==> src/cats_pkg.sv <==
// Shared types and constants for the comment-aware token splitter.
// No dependencies; used by cats_step, cats_outbuf and the top level.
package cats_pkg;

  localparam int unsigned TokenMaxDef = 256;
  localparam int unsigned NumSpace    = 4;

  localparam logic [7:0] NewlineChar = 8'd10;

  // Configuration register indexes
  localparam logic [2:0] CfgSpace0   = 3'd0;
  localparam logic [2:0] CfgSpace1   = 3'd1;
  localparam logic [2:0] CfgSpace2   = 3'd2;
  localparam logic [2:0] CfgSpace3   = 3'd3;
  localparam logic [2:0] CfgSpaceCnt = 3'd4;
  localparam logic [2:0] CfgComment  = 3'd5;

  typedef struct packed {
    logic [NumSpace-1:0][7:0] space_char;
    logic [2:0]               space_count;
    logic [7:0]               comment_char;
  } cfg_t;

  typedef struct packed {
    logic in_token;
    logic in_comment;
  } flags_t;

  typedef struct packed {
    logic [7:0] out_char;
    logic       out_eof;
    logic       token_last;
    logic       overflow;
  } result_t;

endpackage

==> src/cats_step.sv <==
// Per-character decision logic: classifies one character and computes the next
// splitter state and the optional result beat. Depends on cats_pkg.
module cats_step #(
  parameter int unsigned TOKEN_MAX = cats_pkg::TokenMaxDef,
  localparam int unsigned LenW     = $clog2(TOKEN_MAX + 1)
) (
  input  cats_pkg::cfg_t    cfg_i,
  input  logic [7:0]        in_char_i,
  input  logic              at_eof_i,
  input  cats_pkg::flags_t  flags_i,
  input  logic [LenW-1:0]   len_i,
  output cats_pkg::flags_t  flags_o,
  output logic [LenW-1:0]   len_o,
  output logic              res_valid_o,
  output cats_pkg::result_t res_o
);

  logic [2:0] n_used;
  logic       is_sep;
  logic       is_nl;

  assign n_used = (cfg_i.space_count > 3'd4) ? 3'd4 : cfg_i.space_count;
  assign is_nl  = (in_char_i == cats_pkg::NewlineChar);

  always_comb begin
    is_sep = 1'b0;
    for (int i = 0; i < cats_pkg::NumSpace; i++) begin
      if ((3'(i) < n_used) && (cfg_i.space_char[i] == in_char_i)) begin
        is_sep = 1'b1;
      end
    end
  end

  always_comb begin
    flags_o     = flags_i;
    len_o       = len_i;
    res_valid_o = 1'b0;
    res_o       = '0;
    if (at_eof_i) begin
      flags_o          = '0;
      len_o            = '0;
      res_valid_o      = 1'b1;
      res_o.out_eof    = 1'b1;
      res_o.token_last = 1'b1;
    end else if (flags_i.in_comment) begin
      // drop everything but the newline that ends the comment
      if (is_nl) begin
        flags_o          = '0;
        len_o            = '0;
        res_valid_o      = 1'b1;
        res_o.out_char   = in_char_i;
        res_o.token_last = 1'b1;
      end
    end else if (in_char_i == cfg_i.comment_char) begin
      flags_o.in_comment = 1'b1;
    end else if (is_sep) begin
      if (flags_i.in_token || is_nl) begin
        flags_o          = '0;
        len_o            = '0;
        res_valid_o      = 1'b1;
        res_o.out_char   = in_char_i;
        res_o.token_last = 1'b1;
      end
    end else if (len_i >= LenW'(TOKEN_MAX)) begin
      flags_o          = '0;
      len_o            = '0;
      res_valid_o      = 1'b1;
      res_o.token_last = 1'b1;
      res_o.overflow   = 1'b1;
    end else begin
      flags_o.in_token = 1'b1;
      len_o            = len_i + LenW'(1);
      res_valid_o      = 1'b1;
      res_o.out_char   = in_char_i;
    end
  end

endmodule

==> src/cats_outbuf.sv <==
// Result register with valid/ready toward the consumer.
// Depends on cats_pkg for the result beat type.
module cats_outbuf (
  input  logic              clk_i,
  input  logic              rst_ni,
  input  logic              load_i,
  input  cats_pkg::result_t res_i,
  output logic              ready_o,
  output logic              out_valid_o,
  input  logic              out_ready_i,
  output cats_pkg::result_t res_o
);

  logic              vld_q;
  cats_pkg::result_t res_q;

  // free when empty or the held beat leaves this cycle
  assign ready_o     = !vld_q || out_ready_i;
  assign out_valid_o = vld_q;
  assign res_o       = res_q;

  always_ff @(posedge clk_i or negedge rst_ni) begin
    if (!rst_ni) begin
      vld_q <= 1'b0;
    end else if (ready_o) begin
      vld_q <= load_i;
    end
  end

  always_ff @(posedge clk_i) begin
    if (ready_o && load_i) begin
      res_q <= res_i;
    end
  end

endmodule

==> src/comment_aware_token_splitter.sv <==
// Top level of the comment-aware token splitter: input register, config
// registers, splitter state. Depends on cats_pkg, cats_step, cats_outbuf.
//
// Accepts one character (or end-of-file mark) per cycle and produces at most
// one result beat per character. An accepted character is held in the input
// register; its result is then loaded into the result register, which presents
// it on the output and holds it until the consumer takes it. Throughput is one
// item per cycle and is only reduced by the consumer holding out_ready_i low,
// which stalls both stages. Config writes take effect at once and are always
// accepted; write them only while idle.
module comment_aware_token_splitter #(
  parameter int unsigned TOKEN_MAX = cats_pkg::TokenMaxDef
) (
  input  logic       clk_i,
  input  logic       rst_ni,
  input  logic       in_valid_i,
  output logic       in_ready_o,
  input  logic [7:0] in_char_i,
  input  logic       at_eof_i,
  output logic       out_valid_o,
  input  logic       out_ready_i,
  output logic [7:0] out_char_o,
  output logic       out_eof_o,
  output logic       token_last_o,
  output logic       overflow_o,
  input  logic       cfg_valid_i,
  output logic       cfg_ready_o,
  input  logic [2:0] cfg_index_i,
  input  logic [7:0] cfg_data_i
);

  localparam int unsigned LenW = $clog2(TOKEN_MAX + 1);

  cats_pkg::cfg_t    cfg_q;
  logic              in_vld_q;
  logic [7:0]        in_char_q;
  logic              in_eof_q;
  cats_pkg::flags_t  flags_q, flags_d;
  logic [LenW-1:0]   len_q, len_d;
  logic              res_valid;
  cats_pkg::result_t res, res_out;
  logic              adv;

  assign cfg_ready_o = 1'b1;
  assign in_ready_o  = !in_vld_q || adv;

  always_ff @(posedge clk_i or negedge rst_ni) begin
    if (!rst_ni) begin
      cfg_q.space_char[0] <= 8'd32;
      cfg_q.space_char[1] <= 8'd9;
      cfg_q.space_char[2] <= 8'd10;
      cfg_q.space_char[3] <= 8'd13;
      cfg_q.space_count   <= 3'd4;
      cfg_q.comment_char  <= 8'd35;
    end else if (cfg_valid_i) begin
      case (cfg_index_i)
        cats_pkg::CfgSpace0:   cfg_q.space_char[0] <= cfg_data_i;
        cats_pkg::CfgSpace1:   cfg_q.space_char[1] <= cfg_data_i;
        cats_pkg::CfgSpace2:   cfg_q.space_char[2] <= cfg_data_i;
        cats_pkg::CfgSpace3:   cfg_q.space_char[3] <= cfg_data_i;
        cats_pkg::CfgSpaceCnt: cfg_q.space_count   <= cfg_data_i[2:0];
        cats_pkg::CfgComment:  cfg_q.comment_char  <= cfg_data_i;
        default: ;
      endcase
    end
  end

  always_ff @(posedge clk_i or negedge rst_ni) begin
    if (!rst_ni) begin
      in_vld_q <= 1'b0;
    end else if (in_ready_o) begin
      in_vld_q <= in_valid_i;
    end
  end

  always_ff @(posedge clk_i) begin
    if (in_valid_i && in_ready_o) begin
      in_char_q <= in_char_i;
      in_eof_q  <= at_eof_i;
    end
  end

  cats_step #(
    .TOKEN_MAX (TOKEN_MAX)
  ) u_step (
    .cfg_i       (cfg_q),
    .in_char_i   (in_char_q),
    .at_eof_i    (in_eof_q),
    .flags_i     (flags_q),
    .len_i       (len_q),
    .flags_o     (flags_d),
    .len_o       (len_d),
    .res_valid_o (res_valid),
    .res_o       (res)
  );

  // state advances only when the held character leaves the input register
  always_ff @(posedge clk_i or negedge rst_ni) begin
    if (!rst_ni) begin
      flags_q <= '0;
      len_q   <= '0;
    end else if (in_vld_q && adv) begin
      flags_q <= flags_d;
      len_q   <= len_d;
    end
  end

  cats_outbuf u_outbuf (
    .clk_i       (clk_i),
    .rst_ni      (rst_ni),
    .load_i      (in_vld_q && res_valid),
    .res_i       (res),
    .ready_o     (adv),
    .out_valid_o (out_valid_o),
    .out_ready_i (out_ready_i),
    .res_o       (res_out)
  );

  assign out_char_o   = res_out.out_char;
  assign out_eof_o    = res_out.out_eof;
  assign token_last_o = res_out.token_last;
  assign overflow_o   = res_out.overflow;

endmodule

==> config.mk <==
export PLATFORM = sky130hd
export DESIGN_NAME = comment_aware_token_splitter
export DESIGN_NICKNAME = d
export VERILOG_FILES = /design/src/cats_pkg.sv /design/src/cats_step.sv /design/src/cats_outbuf.sv /design/src/comment_aware_token_splitter.sv
export SDC_FILE = /design/constraint.sdc
export NUM_CORES = 1
export LEC_CHECK = 0
export ABC_AREA = 1
export BUFFER_PORTS_ARGS = -buffer_cell sky130_fd_sc_hd__buf_4
export CAP_MARGIN = 40
export CORE_MARGIN = 2
export CORE_UTILIZATION = 65
export CTS_BUF_LIST = sky130_fd_sc_hd__clkbuf_4
export DETAILED_ROUTE_END_ITERATION = 8
export PLACE_DENSITY_LB_ADDON = 0.2
export SLEW_MARGIN = 0
export SYNTH_ARGS = -nofsm -noshare
export SYNTH_HDL_FRONTEND = slang
export SYNTH_SLANG_ARGS = --single-unit
==> constraint.sdc <==
create_clock -name clk_i -period 4.1 [get_ports clk_i]
set_input_delay 0.82 -clock clk_i [delete_from_list [all_inputs] [get_ports clk_i]]
set_output_delay 0.82 -clock clk_i [all_outputs]
set_load 0.02 [all_outputs]
# [Word level (Yosys, flattened, before mapping)]
# Index checks and enable logic that the tools add are counted.
# Widths: inputs -> output; s select.
[op_classes] n_addsub=1 n_mul=0 div=0 n_lt_le_gt_ge=6 n_eq_ne=14 n_shift=0 n_mux=38 bitwise=0 reduce_logical=22
[ops] cell="$mux 9" count=7
[ops] cell="$mux 8" count=6
[ops] cell="$eq 8x8->1" count=5
[ops] cell="$mux 1" count=17
[ops] cell="$mux 2" count=7
[ops] cell="$reduce_and 2->1" count=6
[ops] cell="$add 9x1->9 const B" count=1
[ops] cell="$ge 9x9->1 const B" count=1
[ops] cell="$eq 8x4->1 const B" count=1
[ops] cell="$logic_and 1x1->1" count=8
[ops] cell="$eq 3x2->1 const B" count=2
[ops] cell="$eq 3x3->1 const B" count=2
[ops] cell="$lt 1x3->1 const A" count=2
[ops] cell="$lt 2x3->1 const A" count=2
[ops] cell="$ne 4x4->1 const B" count=1
[ops] cell="$reduce_and 4->1" count=1
[ops] cell="$reduce_or 4->1" count=1
[ops] cell="$eq 3x1->1 const B" count=1
[ops] cell="$gt 3x3->1 const B" count=1
[ops] cell="$logic_not 3->1" count=1
[ops] cell="$logic_or 1x1->1" count=3
[ops] cell="$mux 3" count=1
[ops] cell="$ne 3x2->1 const B" count=1
[ops] cell="$ne 3x3->1 const B" count=1
[ops] cell="$logic_not 1->1" count=2
[totals] ff_bits=76 latch_bits=0 ramBits=0 rom_bits=0 input_bits=25 output_inout_bits=14 elab_cells=98 n_memories=0

# [Logic depth before layout (Yosys ltp)]
[depth] ltp_word=14 ltp_mapped=15 depth_no_buf=13

# [Cells and area by module]
# A second synthesis with hierarchy kept.
[hier_totals] cells_unflattened=627 area_unflattened_um2=4508.1
[by_module_without_submodules] module="comment_aware_token_splitter" n_inst=1 cells_each=264 area_per_inst_um2=2498.6 seq_area_each_um2=1661.6
[by_module_without_submodules] module="cats_step" n_inst=1 cells_each=346 area_per_inst_um2=1634.1 seq_area_each_um2=0.0
[by_module_without_submodules] module="cats_outbuf" n_inst=1 cells_each=17 area_per_inst_um2=375.4 seq_area_each_um2=355.3

# [Least setup slack after synthesis]
# Ideal clock, no wire load.
[synth_timing] path_type="input port to output port" startpoint="input out_ready_i" endpoint="output in_ready_o" t_arrival_ps=1073 required_time_ps=3280 path_slack_ps=2207 path_stages=2 path_buffers=0 path_cell_list="inv_1 > nand3_1"
[synth_via] elab_chain_len=2
[synth_lines] item="start: declaration" line_no="comment_aware_token_splitter.sv:21" source="input logic out_ready_i,"
[synth_lines] item="$logic_or 1x1->1" line_no="cats_outbuf.sv:18" source="assign ready_o = !vld_q || out_ready_i;"
[synth_lines] item="$logic_or 1x1->1" line_no="comment_aware_token_splitter.sv:45" source="assign in_ready_o = !in_vld_q || adv;"
[synth_lines] item="end: declaration" line_no="comment_aware_token_splitter.sv:17" source="output logic in_ready_o,"
# No other way between the ends.

# [Worst setup path in the final report]
[layout_timing] startpoint="register in_char_q[2]" endpoint="register u_outbuf.res_q, in the netlist u_outbuf.res_o[10], enable pin"
[layout_via] elab_chain_len=12 word_cells_on_any_way=23 cone_classes="6 x eq/ne; 10 x mux; 7 x reduce/logical"
[layout_lines] item="start: declaration" line_no="comment_aware_token_splitter.sv:36" source="logic [7:0] in_char_q;"
[layout_lines] item="start signal: assignment" line_no="comment_aware_token_splitter.sv:78" source="in_char_q <= in_char_i;"
[layout_lines] item="$eq 8x8->1" line_no="cats_step.sv:28" source="if ((3'(i) < n_used) && (cfg_i.space_char[i] == in_char_i)) begin"
[layout_lines] item="$logic_and 1x1->1" line_no="cats_step.sv:28"
[layout_lines] item="$mux 1 (4 in series)" line_no="cats_step.sv:28"
[layout_lines] item="$mux 1" line_no="cats_step.sv:56" source="end else if (is_sep) begin"
[layout_lines] item="$mux 1" line_no="cats_step.sv:54" source="end else if (in_char_i == cfg_i.comment_char) begin"
[layout_lines] item="$mux 1 (*)" line_no="cats_step.sv:45" source="end else if (flags_i.in_comment) begin"
[layout_lines] item="$mux 1 (*)" line_no="cats_step.sv:39" source="if (at_eof_i) begin"
[layout_lines] item="$logic_and 1x1->1 (*)" line_no="comment_aware_token_splitter.sv:111" source=".load_i (in_vld_q && res_valid),"
[layout_lines] item="$logic_and 1x1->1 (*)" line_no="cats_outbuf.sv:31" source="if (ready_o && load_i) begin"
[layout_lines] item="end signal: assignment" line_no="cats_outbuf.sv:32" source="res_q <= res_i;"
[layout_lines] item="end: declaration" line_no="cats_outbuf.sv:15" source="cats_pkg::result_t res_q;"
# Every way passes the cells marked *; elsewhere a longest branch is shown, timed or not.
# A chain may end at the register's enable or synchronous reset.

==> flow_summary_export.csv <==
group,metric,value,unit
sta,worstMarginPinSlew,0.705,ns
final_layout,num-fill-cells,435,
placed_design,dp_hpwl,5890,um
floorplanning,die-area,6350,um^2
yosys,ys_ff_latch,76,
grt,grt_max_degree,57,
clocking,cts_hold_buf,0,
floorplanning,start_util,0.677,
floorplanning,ios,39,
sta,fin_crit_sh,0.571,
clocking,cts_root_buf,"clkbuf_4",
floorplanning,die_h,79.7,um
sta,slew_headroom,0.530,
setup_path,cp.depth,7,
setup_path,cp_num_buf_inv,2,
setup_path,r2r_start,"in_char_q[2]",
setup_path,slowest_delay,0.54,ns
setup_path,worstSetupEndpointType,"register",
sta,timing.final.crit_period,2.34,ns
drt,dr.pass1.iters,6,
floorplanning,rows,27,
floorplanning,core,5510,um^2
final_layout,fin_cells,549,
setup_path,cp_cell_sequence,"inv_1 > nand4_1 > nor4_2 > o21ai_0 > nor2_2 > nand2_2 > inv_2",
yosys,syn_area,3730,um^2
placed_design,dp.cells,533,
grt,antenna_found_initial,0,
final_layout,diodes,0,
setup_path,crit_path_end,"u_outbuf.res_o[10]",
yosys,yosysSeqAreaShare,0.541,
floorplanning,fp.dieW,79.7,um
setup_path,r2r_setup_slack,1.76,ns
drt,vias,2985,
setup_path,crit_fanout,21,
sta,rsz0062_at_grt,"no",
yosys,yosys_warnings,0,
clocking,htree_levels,3,
clocking,clockBufferDepth,2,
yosys,postSynthAreaPerCell,8.49,um^2
sta,drv_slew,0,
sta,timing.final.ws_setup,1.76,ns
setup_path,ff2ff_path_depth,7,
clocking,cts_setup_buffers,0,
sta,fin_setup_tns,0,ns
sta,setup_violations,0,
setup_path,startpoint,"in_char_q[2]",
setup_path,cp-start-kind,"register",
grt,overflow,0,
setup_path,critPathArrivalTime,2.43,ns
pwr,p_per_area,478,nW/um^2
yosys,synth_cell_types,31,
drt,drtIter0Drc,263,
clocking,numCtsBuffers,9,
placed_design,routabilityCongestion,0.946,
pwr,ir_drop,0.410,mV
yosys,syn_inst,439,
drt,drc_errors,0,
grt,grt_pass1_vias,2751,
clocking,clk_latency,0.42,ns
sta,clock_skew,0.0157,ns
grt,grt_pass1_wl,13300,um
clocking,cts_resized,0,
clocking,cts.sinks,76,
drt,routed_wl,8010,um
grt,grt_use_total,0.281,
min_path,min_path_type,"in2async",
setup_path,critical_path.top_delay_family,"simple AND/OR/NAND/NOR gates",
yosys,syn_nets,466,
run_status,status,"completed",
clocking,cts_tree,"done",
setup_path,slowest_stage,"edfxtp_1",
final_layout,area_delta_synth_final,11.0,%
final_layout,fin_util,0.751,
job,drv_cap,0,
clocking,clk_pin_slew,0.13,ns
final_layout,nNetsFinal,499,
drt,vias_per_cell,5.44,
sta,hold_viol,0,
drt,wl_per_cell,14.6,um
sta,fmax,0.427,GHz
pwr,power.total,1.98,mW
setup_path,path_class,"reg2reg",
final_layout,drive_gt1_frac,0.149,
placed_design,port_buffers,37,
pwr,leakagePower,2.01,nW
placed_design,place_ws,1.78,ns
setup_path,r2r_end,"u_outbuf.res_o[10]",
drt,ant_nets,0,
setup_path,required,4.19,ns
==> kinds of logic after synthesis <==
family,share of synthesized area
simple gates,0.252
fa+ha+maj,0.00671
xor+xnor,0.0564
flops,0.541
compound gates,0.0712
buf+inv,0.0719
other cells,0.00101
==> layer usage <==
layer	track usage	vias up	share of wire
met5	0	-	0
met2	0.443	110	0.47
met1	0.388	1403	0.45
met3	0.0588	15	0.066
li1	-	1457	-
met4	0.102	0	0.019
==> power by group <==
group	switching, mW	internal (mW)
Clock	0.252	0.187
Sequential	0.119	0.944
Combinational	0.292	0.184
Total	0.663	1.31
==> cell usage after synthesis <==
master | n | area [um^2]
nand2_1 | 134 | 503
inv_1 | 46 | 173
o21ai_0 | 45 | 225
dfrtp_1 | 44 | 1100
nor2_1 | 36 | 135
nand3_1 | 22 | 110
edfxtp_1 | 20 | 601
xor2_1 | 15 | 131
dfstp_2 | 12 | 315
nor3_1 | 10 | 50.1
xnor2_1 | 9 | 78.8
nand4_1 | 7 | 43.8
a21oi_1 | 5 | 25.0
buf_4 | 5 | 37.5
clkbuf_1 | 5 | 18.8
buf_2 | 4 | 20.0
ha_1 | 2 | 25.0
inv_2 | 2 | 7.51
nand2_2 | 2 | 12.5
nor2_2 | 2 | 12.5
or2_0 | 2 | 12.5
a21boi_1 | 1 | 7.51
and3_1 | 1 | 6.26
buf_6 | 1 | 11.3
conb_1 | 1 | 3.75
nand3_2 | 1 | 10.0
nor3_4 | 1 | 16.3
nor4_1 | 1 | 6.26
nor4_2 | 1 | 12.5
o211ai_1 | 1 | 7.51
or2_1 | 1 | 6.26
==> metrics by stage <==
step	hold WS, ns	cell area, um^2
global placement	0.467	4010
finish	0.434	4140
floorplan	0.449	3730
detailed placement	0.471	4010
global route	0.461	4140
CTS	0.441	4140
==> registers in the layout, indices dropped and copies added, names as in the netlist <==
signal and count:
u_outbuf.out_valid_o 1, len_q 9, in_vld_q 1, in_eof_q 1, flags_q 2, cfg_q 43
in_char_q 8, u_outbuf.res_o 11
==> how the worst min path moves through the flow <==
stage                    start         end  slack, ns  cells past startpoint
floorplan             len_q[4]    len_q[4]       0.45                      2
global placement    flags_q[1]  flags_q[1]       0.47                      2
detailed placement  flags_q[1]  flags_q[1]       0.47                      2
CTS                     rst_ni   cfg_q[42]       0.44                      1
global route            rst_ni   cfg_q[34]       0.46                      1
finish                  rst_ni   cfg_q[34]       0.43                      1
==> cell type report <==
cell class / instances / area [um^2] / share of cell area
clock inverter: 6 / 55.1 / 0.0133
inverter: 48 / 180 / 0.0436
tap: 72 / 90.1 / 0.0218
timing repair buffer: 37 / 278 / 0.0672
clock buffer: 10 / 75.1 / 0.0181
sequential: 76 / 2020 / 0.488
multi-input combinational: 300 / 1440 / 0.348
==> placed cells by master, fill, tap and decap left out, drive strengths merged, types with 2 or more instances in the layout <==
| cell type | n |
|---|---|
| o21ai | 45 |
| edfxtp | 20 |
| xor2 | 15 |
| nand2 | 136 |
| inv | 48 |
| clkbuf | 10 |
| nand3 | 23 |
| dfrtp | 44 |
| buf | 37 |
| dfstp | 12 |
| a21oi | 5 |
| ha | 2 |
| xnor2 | 9 |
| clkinv | 5 |
| nor3 | 11 |
| nor4 | 2 |
| nand4 | 7 |
| or2 | 3 |
| nor2 | 38 |
Note: power is estimated with default switching activity, not from simulation.
